`config.mk`:
```
export PLATFORM = sky130hd
export DESIGN_NAME = tga_rle_stream_decoder_flat
export DESIGN_NICKNAME = d
export VERILOG_FILES = /design/src/hw/rtl/trd_pkg.sv /design/src/hw/rtl/trd_if.sv /design/src/hw/rtl/trd_parser.sv /design/src/hw/rtl/trd_fifo.sv /design/src/hw/rtl/trd_emit.sv /design/src/hw/rtl/tga_rle_stream_decoder.sv /design/src/flat_wrapper.sv
export SDC_FILE = /design/constraint.sdc
export NUM_CORES = 1
export LEC_CHECK = 0
export ABC_AREA = 1
export BUFFER_PORTS_ARGS = -buffer_cell sky130_fd_sc_hd__buf_2
export CORE_MARGIN = 2
export CORE_UTILIZATION = 40
export CTS_CLUSTER_SIZE = 30
export DETAILED_ROUTE_END_ITERATION = 7
export SYNTH_ARGS = -nofsm -noshare
export SYNTH_HDL_FRONTEND = slang
export SYNTH_SLANG_ARGS = --single-unit
```
`constraint.sdc`:
```
create_clock -name i_clk -period 12.5 [get_ports i_clk]
set_input_delay 0 -clock i_clk [delete_from_list [all_inputs] [get_ports i_clk]]
set_output_delay 0 -clock i_clk [all_outputs]
set_load 0.1 [all_outputs]
```
`src/hw/rtl/trd_pkg.sv`:
```
`timescale 1ns / 1ps
// ----------------------------------------------------------------------------
// trd_pkg
// Shared types and constants for the TGA RLE stream decoder.
// ----------------------------------------------------------------------------
package trd_pkg;

    localparam int unsigned SIG_LEN    = 12;
    localparam int unsigned HDR_LEN    = 18;
    localparam int unsigned FIFO_DEPTH = 4;
    localparam int unsigned FIFO_AW    = $clog2(FIFO_DEPTH);

    localparam logic [7:0] TYPE_RAW  = 8'd2;
    localparam logic [7:0] TYPE_RLE  = 8'd10;
    localparam logic [7:0] BPP_24    = 8'd24;
    localparam logic [7:0] BPP_32    = 8'd32;
    localparam logic [7:0] RLE_SPLIT = 8'd128;
    localparam logic [7:0] RLE_BIAS  = 8'd127;

    localparam logic [1:0] ST_OK       = 2'd0;
    localparam logic [1:0] ST_BAD_SIG  = 2'd1;
    localparam logic [1:0] ST_BAD_ATTR = 2'd2;
    localparam logic [1:0] ST_CLIPPED  = 2'd3;

    typedef enum logic [1:0] {
        K_PIXEL,
        K_BAD_SIG,
        K_BAD_ATTR
    } t_kind;

    // One decoded entry handed from the parser to the output side
    typedef struct packed {
        t_kind       kind;
        logic [31:0] pixel;
        logic [7:0]  run;
        logic        alpha;
        logic        clip;
        logic        last;
    } t_cmd;

endpackage

```
`src/hw/rtl/trd_if.sv`:
```
`timescale 1ns / 1ps
// ----------------------------------------------------------------------------
// trd_byte_if / trd_pix_if
// Valid/ready channels: file bytes in, pixel runs out.
// ----------------------------------------------------------------------------
interface trd_byte_if;
    logic       valid;
    logic       ready;
    logic [7:0] data_byte;
    logic       frame_start;

    modport source (output valid, output data_byte, output frame_start, input ready);
    modport sink   (input valid, input data_byte, input frame_start, output ready);
endinterface

interface trd_pix_if;
    logic        valid;
    logic        ready;
    logic [31:0] pixel_value;
    logic [7:0]  run_length;
    logic        has_alpha;
    logic [1:0]  status;
    logic        last;

    modport source (output valid, output pixel_value, output run_length,
                    output has_alpha, output status, output last, input ready);
    modport sink   (input valid, input pixel_value, input run_length,
                    input has_alpha, input status, input last, output ready);
endinterface

```
`src/hw/rtl/trd_parser.sv`:
```
`timescale 1ns / 1ps
// ----------------------------------------------------------------------------
// trd_parser
// Front end: header check, pixel assembly, RLE packet and image accounting.
// ----------------------------------------------------------------------------
module trd_parser
    import trd_pkg::*;
(
    input  logic       i_clk,
    input  logic       i_rst_n,
    input  logic       i_valid,
    input  logic [7:0] i_data_byte,
    input  logic       i_frame_start,
    output logic       o_ready,
    input  logic       i_full,
    output logic       o_push,
    output t_cmd       o_cmd
);

    typedef enum logic [2:0] {
        PH_HEADER,
        PH_RAW,
        PH_RLE_HDR,
        PH_RLE_PIX,
        PH_IDLE
    } t_phase;

    t_phase      r_phase, n_phase, w_phase;
    logic [4:0]  r_cnt, n_cnt, w_cnt;
    logic        r_raw_ok, n_raw_ok, w_raw_ok;
    logic        r_rle_ok, n_rle_ok, w_rle_ok;
    logic [15:0] r_w, n_w;
    logic [15:0] r_h, n_h;
    logic        r_is32, n_is32;
    logic        r_bpp_ok, n_bpp_ok;
    logic [31:0] r_pl, n_pl;
    logic [7:0]  r_pkt, n_pkt;
    logic        r_rep, n_rep;
    logic [1:0]  r_bip, n_bip;
    logic [31:0] r_accum, n_accum;

    logic        w_acc;
    logic        w_done;
    logic [31:0] w_pix;
    logic [31:0] w_area;
    logic [7:0]  w_run;
    logic [7:0]  w_want_raw, w_want_rle;

    assign o_ready = !i_full;
    assign w_acc   = i_valid && !i_full;

    // frame_start restarts the header before the byte is used
    assign w_phase  = i_frame_start ? PH_HEADER : r_phase;
    assign w_cnt    = i_frame_start ? 5'd0 : r_cnt;
    assign w_raw_ok = i_frame_start ? 1'b1 : r_raw_ok;
    assign w_rle_ok = i_frame_start ? 1'b1 : r_rle_ok;

    assign w_area     = {16'b0, r_w} * {16'b0, r_h};
    assign w_done     = (r_bip == (r_is32 ? 2'd3 : 2'd2));
    assign w_want_raw = (w_cnt == 5'd2) ? TYPE_RAW : 8'd0;
    assign w_want_rle = (w_cnt == 5'd2) ? TYPE_RLE : 8'd0;

    always_comb begin
        w_pix = r_accum;
        w_pix[8*r_bip +: 8] = i_data_byte;
    end

    always_comb begin
        n_phase  = r_phase;
        n_cnt    = r_cnt;
        n_raw_ok = r_raw_ok;
        n_rle_ok = r_rle_ok;
        n_w      = r_w;
        n_h      = r_h;
        n_is32   = r_is32;
        n_bpp_ok = r_bpp_ok;
        n_pl     = r_pl;
        n_pkt    = r_pkt;
        n_rep    = r_rep;
        n_bip    = r_bip;
        n_accum  = r_accum;
        w_run    = 8'd1;
        o_push   = 1'b0;
        o_cmd    = '{kind: K_PIXEL, pixel: w_pix, run: 8'd1, alpha: r_is32,
                     clip: 1'b0, last: 1'b0};

        if (w_acc) begin
            if (i_frame_start) begin
                n_phase  = PH_HEADER;
                n_cnt    = 5'd0;
                n_raw_ok = 1'b1;
                n_rle_ok = 1'b1;
                n_is32   = 1'b0;
                n_bpp_ok = 1'b0;
                n_bip    = 2'd0;
            end
            unique case (w_phase)
                PH_HEADER: begin
                    if (w_cnt < 5'(SIG_LEN)) begin
                        n_raw_ok = w_raw_ok && (i_data_byte == w_want_raw);
                        n_rle_ok = w_rle_ok && (i_data_byte == w_want_rle);
                    end
                    unique case (w_cnt)
                        5'd12:   n_w[7:0]  = i_data_byte;
                        5'd13:   n_w[15:8] = i_data_byte;
                        5'd14:   n_h[7:0]  = i_data_byte;
                        5'd15:   n_h[15:8] = i_data_byte;
                        5'd16: begin
                            n_bpp_ok = (i_data_byte == BPP_24) || (i_data_byte == BPP_32);
                            n_is32   = (i_data_byte == BPP_32);
                        end
                        default: ;
                    endcase
                    if (w_cnt != 5'(HDR_LEN - 1)) begin
                        n_cnt = w_cnt + 5'd1;
                    end else if (r_w == 16'd0 || r_h == 16'd0 || !r_bpp_ok) begin
                        n_phase    = PH_IDLE;
                        o_push     = 1'b1;
                        o_cmd.kind = K_BAD_ATTR;
                        o_cmd.last = 1'b1;
                    end else if (!w_raw_ok && !w_rle_ok) begin
                        n_phase    = PH_IDLE;
                        o_push     = 1'b1;
                        o_cmd.kind = K_BAD_SIG;
                        o_cmd.last = 1'b1;
                    end else begin
                        n_pl    = w_area;
                        n_bip   = 2'd0;
                        n_accum = '0;
                        n_phase = w_raw_ok ? PH_RAW : PH_RLE_HDR;
                    end
                end
                PH_RAW: begin
                    if (w_done) begin
                        n_bip      = 2'd0;
                        n_accum    = '0;
                        n_pl       = r_pl - 32'd1;
                        o_push     = 1'b1;
                        o_cmd.last = (n_pl == 32'd0);
                        if (n_pl == 32'd0) n_phase = PH_IDLE;
                    end else begin
                        n_bip   = r_bip + 2'd1;
                        n_accum = w_pix;
                    end
                end
                PH_RLE_HDR: begin
                    if (i_data_byte < RLE_SPLIT) begin
                        n_pkt = i_data_byte + 8'd1;
                        n_rep = 1'b0;
                    end else begin
                        n_pkt = i_data_byte - RLE_BIAS;
                        n_rep = 1'b1;
                    end
                    n_bip   = 2'd0;
                    n_accum = '0;
                    n_phase = PH_RLE_PIX;
                end
                PH_RLE_PIX: begin
                    if (w_done) begin
                        n_bip   = 2'd0;
                        n_accum = '0;
                        if (r_rep) begin
                            // repeat run longer than what is left is cut short
                            if ({24'b0, r_pkt} > r_pl) begin
                                w_run      = r_pl[7:0];
                                o_cmd.clip = 1'b1;
                            end else begin
                                w_run = r_pkt;
                            end
                            n_pkt = 8'd0;
                        end else begin
                            w_run = 8'd1;
                            n_pkt = r_pkt - 8'd1;
                        end
                        n_pl       = r_pl - {24'b0, w_run};
                        o_push     = 1'b1;
                        o_cmd.run  = w_run;
                        o_cmd.last = (n_pl == 32'd0);
                        if (n_pl == 32'd0 && n_pkt != 8'd0) o_cmd.clip = 1'b1;
                        if (n_pl == 32'd0)     n_phase = PH_IDLE;
                        else if (n_pkt == 8'd0) n_phase = PH_RLE_HDR;
                    end else begin
                        n_bip   = r_bip + 2'd1;
                        n_accum = w_pix;
                    end
                end
                PH_IDLE: ;
                default: ;
            endcase
        end
    end

    always_ff @(posedge i_clk) begin
        if (!i_rst_n) begin
            r_phase  <= PH_HEADER;
            r_cnt    <= 5'd0;
            r_raw_ok <= 1'b1;
            r_rle_ok <= 1'b1;
            r_w      <= 16'd0;
            r_h      <= 16'd0;
            r_is32   <= 1'b0;
            r_bpp_ok <= 1'b0;
            r_pl     <= 32'd0;
            r_pkt    <= 8'd0;
            r_rep    <= 1'b0;
            r_bip    <= 2'd0;
            r_accum  <= 32'd0;
        end else begin
            r_phase  <= n_phase;
            r_cnt    <= n_cnt;
            r_raw_ok <= n_raw_ok;
            r_rle_ok <= n_rle_ok;
            r_w      <= n_w;
            r_h      <= n_h;
            r_is32   <= n_is32;
            r_bpp_ok <= n_bpp_ok;
            r_pl     <= n_pl;
            r_pkt    <= n_pkt;
            r_rep    <= n_rep;
            r_bip    <= n_bip;
            r_accum  <= n_accum;
        end
    end

endmodule

```
`src/hw/rtl/trd_fifo.sv`:
```
`timescale 1ns / 1ps
// ----------------------------------------------------------------------------
// trd_fifo
// Short queue of decoded entries between parser and output stage.
// ----------------------------------------------------------------------------
module trd_fifo
    import trd_pkg::*;
(
    input  logic i_clk,
    input  logic i_rst_n,
    input  logic i_push,
    input  t_cmd i_cmd,
    output logic o_full,
    input  logic i_pop,
    output t_cmd o_cmd,
    output logic o_empty
);

    t_cmd               r_mem [FIFO_DEPTH];
    logic [FIFO_AW-1:0] r_wr, r_rd;
    logic [FIFO_AW:0]   r_count;
    logic               w_push, w_pop;

    assign o_full  = (r_count == (FIFO_AW+1)'(FIFO_DEPTH));
    assign o_empty = (r_count == '0);
    assign o_cmd   = r_mem[r_rd];
    assign w_push  = i_push && !o_full;
    assign w_pop   = i_pop && !o_empty;

    always_ff @(posedge i_clk) begin
        if (!i_rst_n) begin
            r_wr    <= '0;
            r_rd    <= '0;
            r_count <= '0;
        end else begin
            if (w_push) r_wr <= r_wr + FIFO_AW'(1);
            if (w_pop)  r_rd <= r_rd + FIFO_AW'(1);
            if (w_push && !w_pop)      r_count <= r_count + (FIFO_AW+1)'(1);
            else if (w_pop && !w_push) r_count <= r_count - (FIFO_AW+1)'(1);
        end
    end

    always_ff @(posedge i_clk) begin
        if (w_push) r_mem[r_wr] <= i_cmd;
    end

endmodule

```
`src/hw/rtl/trd_emit.sv`:
```
`timescale 1ns / 1ps
// ----------------------------------------------------------------------------
// trd_emit
// Back end: formats queued entries into results and holds the output register.
// ----------------------------------------------------------------------------
module trd_emit
    import trd_pkg::*;
(
    input  logic        i_clk,
    input  logic        i_rst_n,
    input  t_cmd        i_cmd,
    input  logic        i_empty,
    output logic        o_pop,
    output logic        o_valid,
    input  logic        i_ready,
    output logic [31:0] o_pixel_value,
    output logic [7:0]  o_run_length,
    output logic        o_has_alpha,
    output logic [1:0]  o_status,
    output logic        o_last
);

    logic        r_valid;
    logic [31:0] r_pix, n_pix;
    logic [7:0]  r_run, n_run;
    logic        r_alpha, n_alpha;
    logic [1:0]  r_status, n_status;
    logic        r_last;

    assign o_pop = !i_empty && (!r_valid || i_ready);

    always_comb begin
        n_pix    = i_cmd.pixel;
        n_run    = i_cmd.run;
        n_alpha  = i_cmd.alpha;
        n_status = i_cmd.clip ? ST_CLIPPED : ST_OK;
        unique case (i_cmd.kind)
            K_PIXEL: ;
            K_BAD_SIG: begin
                n_pix    = '0;
                n_run    = '0;
                n_alpha  = 1'b0;
                n_status = ST_BAD_SIG;
            end
            K_BAD_ATTR: begin
                n_pix    = '0;
                n_run    = '0;
                n_alpha  = 1'b0;
                n_status = ST_BAD_ATTR;
            end
            default: begin
                n_pix    = '0;
                n_run    = '0;
                n_alpha  = 1'b0;
                n_status = ST_BAD_ATTR;
            end
        endcase
    end

    always_ff @(posedge i_clk) begin
        if (!i_rst_n) begin
            r_valid <= 1'b0;
        end else if (o_pop) begin
            r_valid <= 1'b1;
        end else if (i_ready) begin
            r_valid <= 1'b0;
        end
        if (o_pop) begin
            r_pix    <= n_pix;
            r_run    <= n_run;
            r_alpha  <= n_alpha;
            r_status <= n_status;
            r_last   <= i_cmd.last;
        end
    end

    assign o_valid       = r_valid;
    assign o_pixel_value = r_pix;
    assign o_run_length  = r_run;
    assign o_has_alpha   = r_alpha;
    assign o_status      = r_status;
    assign o_last        = r_last;

endmodule

```
`src/hw/rtl/tga_rle_stream_decoder.sv`:
```
`timescale 1ns / 1ps
// ----------------------------------------------------------------------------
// tga_rle_stream_decoder
// TGA (type 2 / type 10, 24 or 32 bpp) byte stream to pixel runs.
//
//   channel   dir  payload                                          transfer
//   i_byte    in   data_byte[7:0], frame_start                      valid & ready
//   o_res     out  pixel_value[31:0], run_length[7:0], has_alpha,   valid & ready
//                  status[1:0], last
//
// One byte per cycle while the queue has room; the parser updates all decode state in the same cycle.
// A completing byte's entry is written to the queue, then loaded into the output register as a result.
// i_byte.ready drops only when the four-entry queue is full.
// Synchronous active-low reset; no clearing pass, ready from the first cycle after reset.
// ----------------------------------------------------------------------------
module tga_rle_stream_decoder
    import trd_pkg::*;
(
    input  logic        i_clk,
    input  logic        i_rst_n,
    trd_byte_if.sink    i_byte,
    trd_pix_if.source   o_res
);

    t_cmd w_push_cmd, w_pop_cmd;
    logic w_push, w_full, w_pop, w_empty;

    trd_parser u_parser (
        .i_clk         (i_clk),
        .i_rst_n       (i_rst_n),
        .i_valid       (i_byte.valid),
        .i_data_byte   (i_byte.data_byte),
        .i_frame_start (i_byte.frame_start),
        .o_ready       (i_byte.ready),
        .i_full        (w_full),
        .o_push        (w_push),
        .o_cmd         (w_push_cmd)
    );

    trd_fifo u_fifo (
        .i_clk   (i_clk),
        .i_rst_n (i_rst_n),
        .i_push  (w_push),
        .i_cmd   (w_push_cmd),
        .o_full  (w_full),
        .i_pop   (w_pop),
        .o_cmd   (w_pop_cmd),
        .o_empty (w_empty)
    );

    trd_emit u_emit (
        .i_clk         (i_clk),
        .i_rst_n       (i_rst_n),
        .i_cmd         (w_pop_cmd),
        .i_empty       (w_empty),
        .o_pop         (w_pop),
        .o_valid       (o_res.valid),
        .i_ready       (o_res.ready),
        .o_pixel_value (o_res.pixel_value),
        .o_run_length  (o_res.run_length),
        .o_has_alpha   (o_res.has_alpha),
        .o_status      (o_res.status),
        .o_last        (o_res.last)
    );

`ifndef SYNTHESIS
    a_err_shape: assert property (@(posedge i_clk) disable iff (!i_rst_n)
        o_res.valid && (o_res.status == ST_BAD_SIG || o_res.status == ST_BAD_ATTR)
        |-> o_res.last && o_res.run_length == 8'd0 && o_res.pixel_value == 32'd0)
        else $error("error result not final or not zeroed");

    a_clip_last: assert property (@(posedge i_clk) disable iff (!i_rst_n)
        o_res.valid && o_res.status == ST_CLIPPED |-> o_res.last)
        else $error("clipped run not flagged last");

    a_run_range: assert property (@(posedge i_clk) disable iff (!i_rst_n)
        o_res.valid && o_res.status == ST_OK
        |-> o_res.run_length != 8'd0 && o_res.run_length <= RLE_SPLIT)
        else $error("run length out of range");

    a_no_alpha: assert property (@(posedge i_clk) disable iff (!i_rst_n)
        o_res.valid && !o_res.has_alpha |-> o_res.pixel_value[31:24] == 8'd0)
        else $error("alpha byte set on 24 bpp pixel");
`endif

endmodule

```
`src/flat_wrapper.sv`:
```
// flat-port wrapper written by rule: the top's interface ports become plain ports
module tga_rle_stream_decoder_flat import trd_pkg::*;
  (i_clk, i_rst_n, i_byte_valid, i_byte_data_byte, i_byte_frame_start, i_byte_ready, o_res_valid, o_res_pixel_value, o_res_run_length, o_res_has_alpha, o_res_status, o_res_last, o_res_ready);
  trd_byte_if i_byte_i ();
  trd_pix_if o_res_i ();
  input  logic i_clk;
  input  logic i_rst_n;
  input wire logic [$bits(i_byte_i.valid)-1:0] i_byte_valid;
  input wire logic [$bits(i_byte_i.data_byte)-1:0] i_byte_data_byte;
  input wire logic [$bits(i_byte_i.frame_start)-1:0] i_byte_frame_start;
  output wire logic [$bits(i_byte_i.ready)-1:0] i_byte_ready;
  output wire logic [$bits(o_res_i.valid)-1:0] o_res_valid;
  output wire logic [$bits(o_res_i.pixel_value)-1:0] o_res_pixel_value;
  output wire logic [$bits(o_res_i.run_length)-1:0] o_res_run_length;
  output wire logic [$bits(o_res_i.has_alpha)-1:0] o_res_has_alpha;
  output wire logic [$bits(o_res_i.status)-1:0] o_res_status;
  output wire logic [$bits(o_res_i.last)-1:0] o_res_last;
  input wire logic [$bits(o_res_i.ready)-1:0] o_res_ready;
  assign i_byte_i.valid = i_byte_valid;
  assign i_byte_i.data_byte = i_byte_data_byte;
  assign i_byte_i.frame_start = i_byte_frame_start;
  assign i_byte_ready = i_byte_i.ready;
  assign o_res_valid = o_res_i.valid;
  assign o_res_pixel_value = o_res_i.pixel_value;
  assign o_res_run_length = o_res_i.run_length;
  assign o_res_has_alpha = o_res_i.has_alpha;
  assign o_res_status = o_res_i.status;
  assign o_res_last = o_res_i.last;
  assign o_res_i.ready = o_res_ready;
  tga_rle_stream_decoder u_core (.i_clk(i_clk), .i_rst_n(i_rst_n), .i_byte(i_byte_i), .o_res(o_res_i));
endmodule
```
# Word level (Yosys, flattened, before mapping)
# Memories as Yosys holds them, arrays and structs flattened. A register that Yosys moved wholly into a read port is not among the register bits.
# Index checks and enable logic that the tools add are counted.
op_classes:
  add_sub_neg: 12
  n_mul: 1
  n_lt_le_gt_ge: 3
  n_eq_ne: 22
  shift: 2
  mux: 92
  reduce_logical: 45
ops:
  columns: ["operator", "count"]
  rows:
  - ["2-to-1 mux 32 bit", 9]
  - ["one-hot mux 32 bit (3 select lines)", 2]
  - ["2-to-1 mux 8 bit", 14]
  - ["logical NOT 32 bit", 2]
  - ["negator 5 -> 34 bit", 1]
  - ["variable shift 8 x 34 -> 32 bit (first input constant)", 1]
  - ["indexed part select 8 x 34 -> 32 bit", 1]
  - ["2-to-1 mux 3 bit", 11]
  - ["bitwise mux 32 bit", 1]
  - ["> comparator 8 x 32 -> 1 bit", 1]
  - ["logical NOT 16 bit", 2]
  - ["multiplier 16 x 16 -> 32 bit", 1]
  - ["2-to-1 mux 2 bit", 16]
  - ["subtractor 32 x 1 -> 32 bit (second input constant)", 1]
  - ["subtractor 32 x 8 -> 32 bit", 1]
  - ["2-to-1 mux 1 bit", 29]
  - ["== test 5 x 4 -> 1 bit (second input constant)", 4]
  - ["one-hot mux 8 bit (2 select lines)", 1]
  - ["2-to-1 mux 5 bit", 3]
  - ["AND reduction 3 bit", 5]
  - ["one-hot mux 3 bit (4 select lines)", 1]
  - ["logical AND 1 bit", 10]
  - ["!= test 2 bit (second input constant)", 5]
  - ["adder 8 x 1 -> 8 bit (second input constant)", 1]
  - ["other kinds (37)", 54]
totals:
  reg_bits: 171
  ram_bits: 180
  input_bits: 13
  out_inout_bits: 46
  wordCells: 202
  mem_count: 1
mem_list:
  columns: ["name", "words", "word_bits", "rd", "rd_ports_with_merged_regs", "wr", "line_no", "rtl"]
  rows:
  - ["u_core.u_fifo.r_mem", 4, 45, 1, 1, 1, "trd_fifo.sv:19", "t_cmd r_mem [FIFO_DEPTH];"]

# Logic depth before layout (Yosys ltp)
logic_depth:
  word_depth: 13
  ltp_mapped: 31
  depth_no_buf: 31

# Cells and area by module
# From an unflattened synthesis, not the netlist that was laid out.
hier_totals:
  hier_cells: 3259
  hier_area_um2: 27010.9
modules_own_cells:
  columns: ["mod", "instances", "cells_per_inst", "area_per_inst_um2", "seq_area_each_um2"]
  rows:
  - ["trd_parser", 1, 2612, 17829.6, 2382.3]
  - ["trd_fifo", 1, 505, 7298.2, 5585.4]
  - ["trd_emit", 1, 142, 1883.1, 1341.3]

# Worst setup path before layout
# No wires, ideal clock.
synth_path:
  path_type: "register to register"
  startpoint: "reg u_core.u_parser.r_w[7]"
  endpoint: "reg u_core.u_parser.r_pl[27]"
  setup_time_ps: 119
  arrival_time_ps: 5622
  slack_ps: 6760
  stages_incl_launch_ff: 26
  path_buffers: 2
  synth_period_minus_slack_ps: 5740
  path_cell_list: "dfxtp_1 clkbuf_1 clkbuf_1 nand2_1 fa_1 inv_1 fa_1 inv_1 fa_1 inv_1 fa_1 inv_1 fa_1 inv_1 fa_1 ha_1 nand2_1 o21a_1 o21ai_0 nand2_1 nand3_1 a21oi_1 o21ai_0 o21ai_0 o31ai_1 inv_1"
synth_via:
  elab_chain_len: 5
  elab_cells_between_ends: 10
synth_rtl:
  columns: ["element", "line_no", "rtl"]
  rows:
  - ["from (decl)", "trd_parser.sv:32", "logic [15:0] r_w, n_w;"]
  - ["from (signal assigned)", "trd_parser.sv:213", "r_w <= n_w;"]
  - ["multiplier 16 x 16 -> 32 bit or logical NOT 16 bit (tied branches)", "trd_parser.sv:58, trd_parser.sv:116", null]
  - ["2-to-1 mux 32 bit or logical OR 1 bit (tied branches)", "trd_parser.sv:121, trd_parser.sv:116", null]
  - ["2-to-1 mux 32 bit or logical OR 1 bit (tied branches)", "trd_parser.sv:116", "end else if (r_w == 16'd0 || r_h == 16'd0 || !r_bpp_ok) begin"]
  - ["2-to-1 mux 32 bit or != test 2 bit (tied branches)", null, null]
  - ["one-hot mux 32 bit (3 select lines) or AND reduction 7 bit (tied branches)", null, null]
  - ["to (signal assigned)", "trd_parser.sv:217", "r_pl <= n_pl;"]
  - ["to (decl)", "trd_parser.sv:36", "logic [31:0] r_pl, n_pl;"]
# Parallel ways exist; a longest one is shown, timed or not. The select of a mux whose other input is x is not followed.
# A chain may end at the register's enable or synchronous reset.

# Worst setup path after layout
layout_path:
  startpoint: "reg u_core.u_parser.r_h[9]"
  endpoint: "reg u_core.u_parser.r_pl[20]"
layout_via:
  elab_chain_len: 5
  elab_cells_between_ends: 10
layout_rtl:
  columns: ["element", "line_no", "rtl"]
  rows:
  - ["from (decl)", "trd_parser.sv:33", "logic [15:0] r_h, n_h;"]
  - ["from (signal assigned)", "trd_parser.sv:214", "r_h <= n_h;"]
  - ["multiplier 16 x 16 -> 32 bit or logical NOT 16 bit (tied branches)", "trd_parser.sv:58, trd_parser.sv:116", null]
  - ["2-to-1 mux 32 bit or logical OR 1 bit (tied branches)", "trd_parser.sv:121, trd_parser.sv:116", null]
  - ["2-to-1 mux 32 bit or logical OR 1 bit (tied branches)", "trd_parser.sv:116", null]
  - ["2-to-1 mux 32 bit or != test 2 bit (tied branches)", null, null]
  - ["one-hot mux 32 bit (3 select lines) or AND reduction 7 bit (tied branches)", null, null]
# Parallel ways exist; a longest one is shown, timed or not. The select of a mux whose other input is x is not followed.

==> flow_metrics.tcl <==
set metrics [dict create \
    initial_core_util 0.405 \
    setup.worst_path.end_class "register" \
    most_common_flop_cell_mapped_by_yosys "sky130_fd_sc_hd__edfxtp_1" \
    grt_pass1_wl_um 114000 \
    drcViolationCount 0 \
    grt_start_max_net_pins 91 \
    io-pin-count 59 \
    beginning_of_the_worst_hold_path "i_byte_data_byte[2]" \
    postRouteWirelength_um 72200 \
    fin_total_pwr_uw 4090 \
    final_hold_viol_count 0 \
    firstDrtPassIters 6 \
    status "finished clean" \
    leakage_uw 0.0133 \
    critPathKind "register to register" \
    count_of_max_cap_constraint_violations 0 \
    vias_in_the_first_global_route 20200 \
    data_required_time_of_the_critical_path_ps 12930 \
    post_synth_instance_area_um2 26100 \
    crit_path_max_fanout 18 \
    achievable-frequency_mhz 154 \
    syn_inst 3184 \
    power_per_cell_area_nw_per_um2 144 \
    timing.final.crit_share 0.520 \
    clkLatencyLatePin_ps 580 \
    synth_warnings 0 \
    final-instance-count-excl-fill 4046 \
    worst_pin_slew_ps 1120 \
    core_um2 64500 \
    tritoncts "done" \
    mostFrequentLayoutCells "599 x sky130_fd_sc_hd__nand2_1, 511 x sky130_fd_sc_hd__inv_1, 350 x sky130_fd_sc_hd__nor2_1" \
    num_antenna_cells 0 \
    fin_setup_tns_ps 0 \
    nNetsFinal 3510 \
    vdd_drop_max_uv 119 \
    cts_bufs_inserted 39 \
    rsz0062_at_grt "false" \
    grt.met1_usage 0.291 \
    synth-edff-count 224 \
    clkTransAtPathRegs_ps 60 \
    worst_slew_margin_rel 0.247 \
    avgSynthCellArea_um2 8.20 \
    globalplace.congestion 0.952 \
    crit_arrival_ps 6920 \
    clockBufferDepth 3 \
    cts_repair_resize_count 0 \
    route.detailed.vias_per_inst 5.25 \
    design.die.area_um2 67400 \
    synth_cell_types 56 \
    routed-via-count 21300 \
    postSynthRegisterBits 353 \
    clock_period_minus_final_worst_setup_slack_ps 6490 \
    cell_total_after_placement 3963 \
    grt.overflow.total 0 \
    port_buffers 58 \
    ctsHtreeMaxLevel 2 \
    slew_viol_final 0 \
    dp_hpwl_um 52200 \
    die_w_um 260 \
    grt_antenna_before_repair 0 \
    number_of_setup_violations_in_the_final_report 0 \
    grt_most_used_layer "met2" \
    ant_nets 0 \
    cp-start-kind "register" \
    grt_usage 0.214 \
    num_rows 93 \
    drive_above_1_share 0.0605 \
    timing.clock.skew_ps 31.2 \
    worst_setup_path_startpoint "u_core.u_parser.r_h[9]$_SDFFE_PN0P_" \
    clock_sinks 353 \
    global_route_track_usage_on_met2 0.357 \
    worst_r2r_startpoint "u_core.u_parser.r_h[9]$_SDFFE_PN0P_" \
    post_drt_wl_per_cell_um 17.8 \
    min_path_type "input pin to register" \
    asyncSetResetFlopFracSynth 0 \
    leading_cell_type_in_the_layout_fill_and_taps_excluded "sky130_fd_sc_hd__nand2_1" \
    cts-root-buf "sky130_fd_sc_hd__clkbuf_16" \
    synthesis.nets 3534 \
    area_delta_synth_final_pct 9.07 \
    detailedRoute.firstIterationViolations 1950 \
    globalRouteMet3Util 0.0262 \
    synth.yosys.seq_area_share 0.356 \
    die-height_um 260 \
]
synthesized netlist by cell type, types with 6 or more instances:
master	n	area, um2
sky130_fd_sc_hd__nor4_1	11	68.8
sky130_fd_sc_hd__a31oi_1	14	87.6
sky130_fd_sc_hd__nor2_1	354	1330
sky130_fd_sc_hd__fa_1	196	3920
sky130_fd_sc_hd__a21oi_1	217	1090
sky130_fd_sc_hd__a32oi_1	8	70.1
sky130_fd_sc_hd__o21ai_1	6	30.0
sky130_fd_sc_hd__inv_2	6	22.5
sky130_fd_sc_hd__buf_2	13	65.1
sky130_fd_sc_hd__xnor2_1	6	52.6
sky130_fd_sc_hd__clkbuf_1	120	450
sky130_fd_sc_hd__clkinv_1	6	22.5
sky130_fd_sc_hd__a211oi_1	21	158
sky130_fd_sc_hd__nand2_1	599	2250
sky130_fd_sc_hd__nand3_1	117	586
sky130_fd_sc_hd__nand2_2	7	43.8
sky130_fd_sc_hd__xor2_1	39	342
sky130_fd_sc_hd__ha_1	141	1760
sky130_fd_sc_hd__inv_1	512	1920
sky130_fd_sc_hd__nor2_2	16	100
sky130_fd_sc_hd__edfxtp_1	224	6730
sky130_fd_sc_hd__dfxtp_1	129	2580
sky130_fd_sc_hd__nand4_1	33	206
sky130_fd_sc_hd__a22oi_1	26	195
sky130_fd_sc_hd__o21ai_0	227	1140
sky130_fd_sc_hd__nor3_1	44	220
sky130_fd_sc_hd__o211ai_1	14	105
sky130_fd_sc_hd__buf_1	12	45.0
sky130_fd_sc_hd__o22ai_1	10	62.6
state kept, by name (all words and copies together) (netlist names), 2 cells and up, named ones only:
register                     count
u_core.u_fifo.r_mem            180
u_core.u_emit.o_pixel_value     32
u_core.u_parser.r_accum         32
u_core.u_parser.r_pl            32
u_core.u_parser.r_h             16
u_core.u_parser.r_w             16
u_core.u_emit.o_run_length       8
u_core.u_parser.r_pkt            8
u_core.u_parser.r_cnt            5
u_core.u_fifo.r_count            3
u_core.u_parser.r_phase          3
u_core.u_emit.o_status           2
u_core.u_fifo.r_rd               2
u_core.u_fifo.r_wr               2
u_core.u_parser.r_bip            2
routing by layer:
layer	wire [um]	vias to the layer above
met1	31800	10300
met5	0	-
met3	3810	141
li1	-	10200
met2	34400	618
met4	2160	0
critical path, stage by stage (launching register included):
cell and delay (ps):
sky130_fd_sc_hd__dfxtp_1 910, sky130_fd_sc_hd__nand2_1 190, sky130_fd_sc_hd__fa_1 570, sky130_fd_sc_hd__inv_1 50, sky130_fd_sc_hd__fa_1 520, sky130_fd_sc_hd__inv_1 60, sky130_fd_sc_hd__fa_1 470, sky130_fd_sc_hd__inv_1 50
sky130_fd_sc_hd__fa_1 530, sky130_fd_sc_hd__inv_1 50, sky130_fd_sc_hd__fa_1 530, sky130_fd_sc_hd__inv_1 50, sky130_fd_sc_hd__fa_1 470, sky130_fd_sc_hd__ha_1 400, sky130_fd_sc_hd__nand2_1 140, sky130_fd_sc_hd__o21ai_0 380
sky130_fd_sc_hd__o21bai_1 190, sky130_fd_sc_hd__a21oi_1 60, sky130_fd_sc_hd__inv_1 130, sky130_fd_sc_hd__a21oi_1 90, sky130_fd_sc_hd__or2_2 280, sky130_fd_sc_hd__nand3_1 100, sky130_fd_sc_hd__a31oi_1 110
power by group:
part	internal [uW]	switching (uW)	total, uW
logic	271	1190	1460
registers	1370	52.2	1420
clock network	707	501	1210
total	2350	1750	4090
worst paths after layout:
| kind | to | slack, ps | depth (start not counted) |
|---|---|---|---|
| max | u_core.u_parser.r_pl[20]$_SDFFE_PN0P_ | 6010 | 22 |
| min | u_core.u_parser.r_pkt[2]$_SDFFE_PN0P_ | 30 | 4 |
| max reg2reg | u_core.u_parser.r_pl[20]$_SDFFE_PN0P_ | 6010 | 22 |
| min reg2reg | register | 470 | 2 |
area by class of cell:
class / instances / area [um2]
clock buffer: 46 / 1040
clock inverter: 26 / 287
fill: 6488 / 36000
inverter: 525 / 1970
multi-input combinational: 2157 / 14300
sequential: 353 / 9310
tap: 855 / 1070
timing repair buffer: 84 / 513
logic make-up (layout without fill, tap and decap cells):
group / Yosys count / after routing / synth area share
compound gates: 570 / 570 / 0.121
xor+xnor: 45 / 45 / 0.0151
fa+ha+maj: 337 / 337 / 0.218
buf+inv: 674 / 681 / 0.0981
flops: 353 / 353 / 0.356
simple gates: 1205 / 1205 / 0.192
what timing repair did:
action	4_1_cts	5_1_grt
setup buffers	0	0
hold endpoints to repair	37	0
hold buffers	11	0
metrics by stage:
stage | worst slack, ps | instance area (um2) | hold WS, ps | utilization
3_3_place_gp | 6060 | 27100 | 393 | 0.420
6_report | 6010 | 28500 | 32.8 | 0.442
2_1_floorplan | 6760 | 26100 | 191 | -
3_5_place_dp | 6030 | 27100 | 397 | 0.420
4_1_cts | 6040 | 28500 | 24.7 | 0.442
5_1_grt | 5610 | 28500 | 46.0 | 0.442
(Power assumes the default switching activity.)
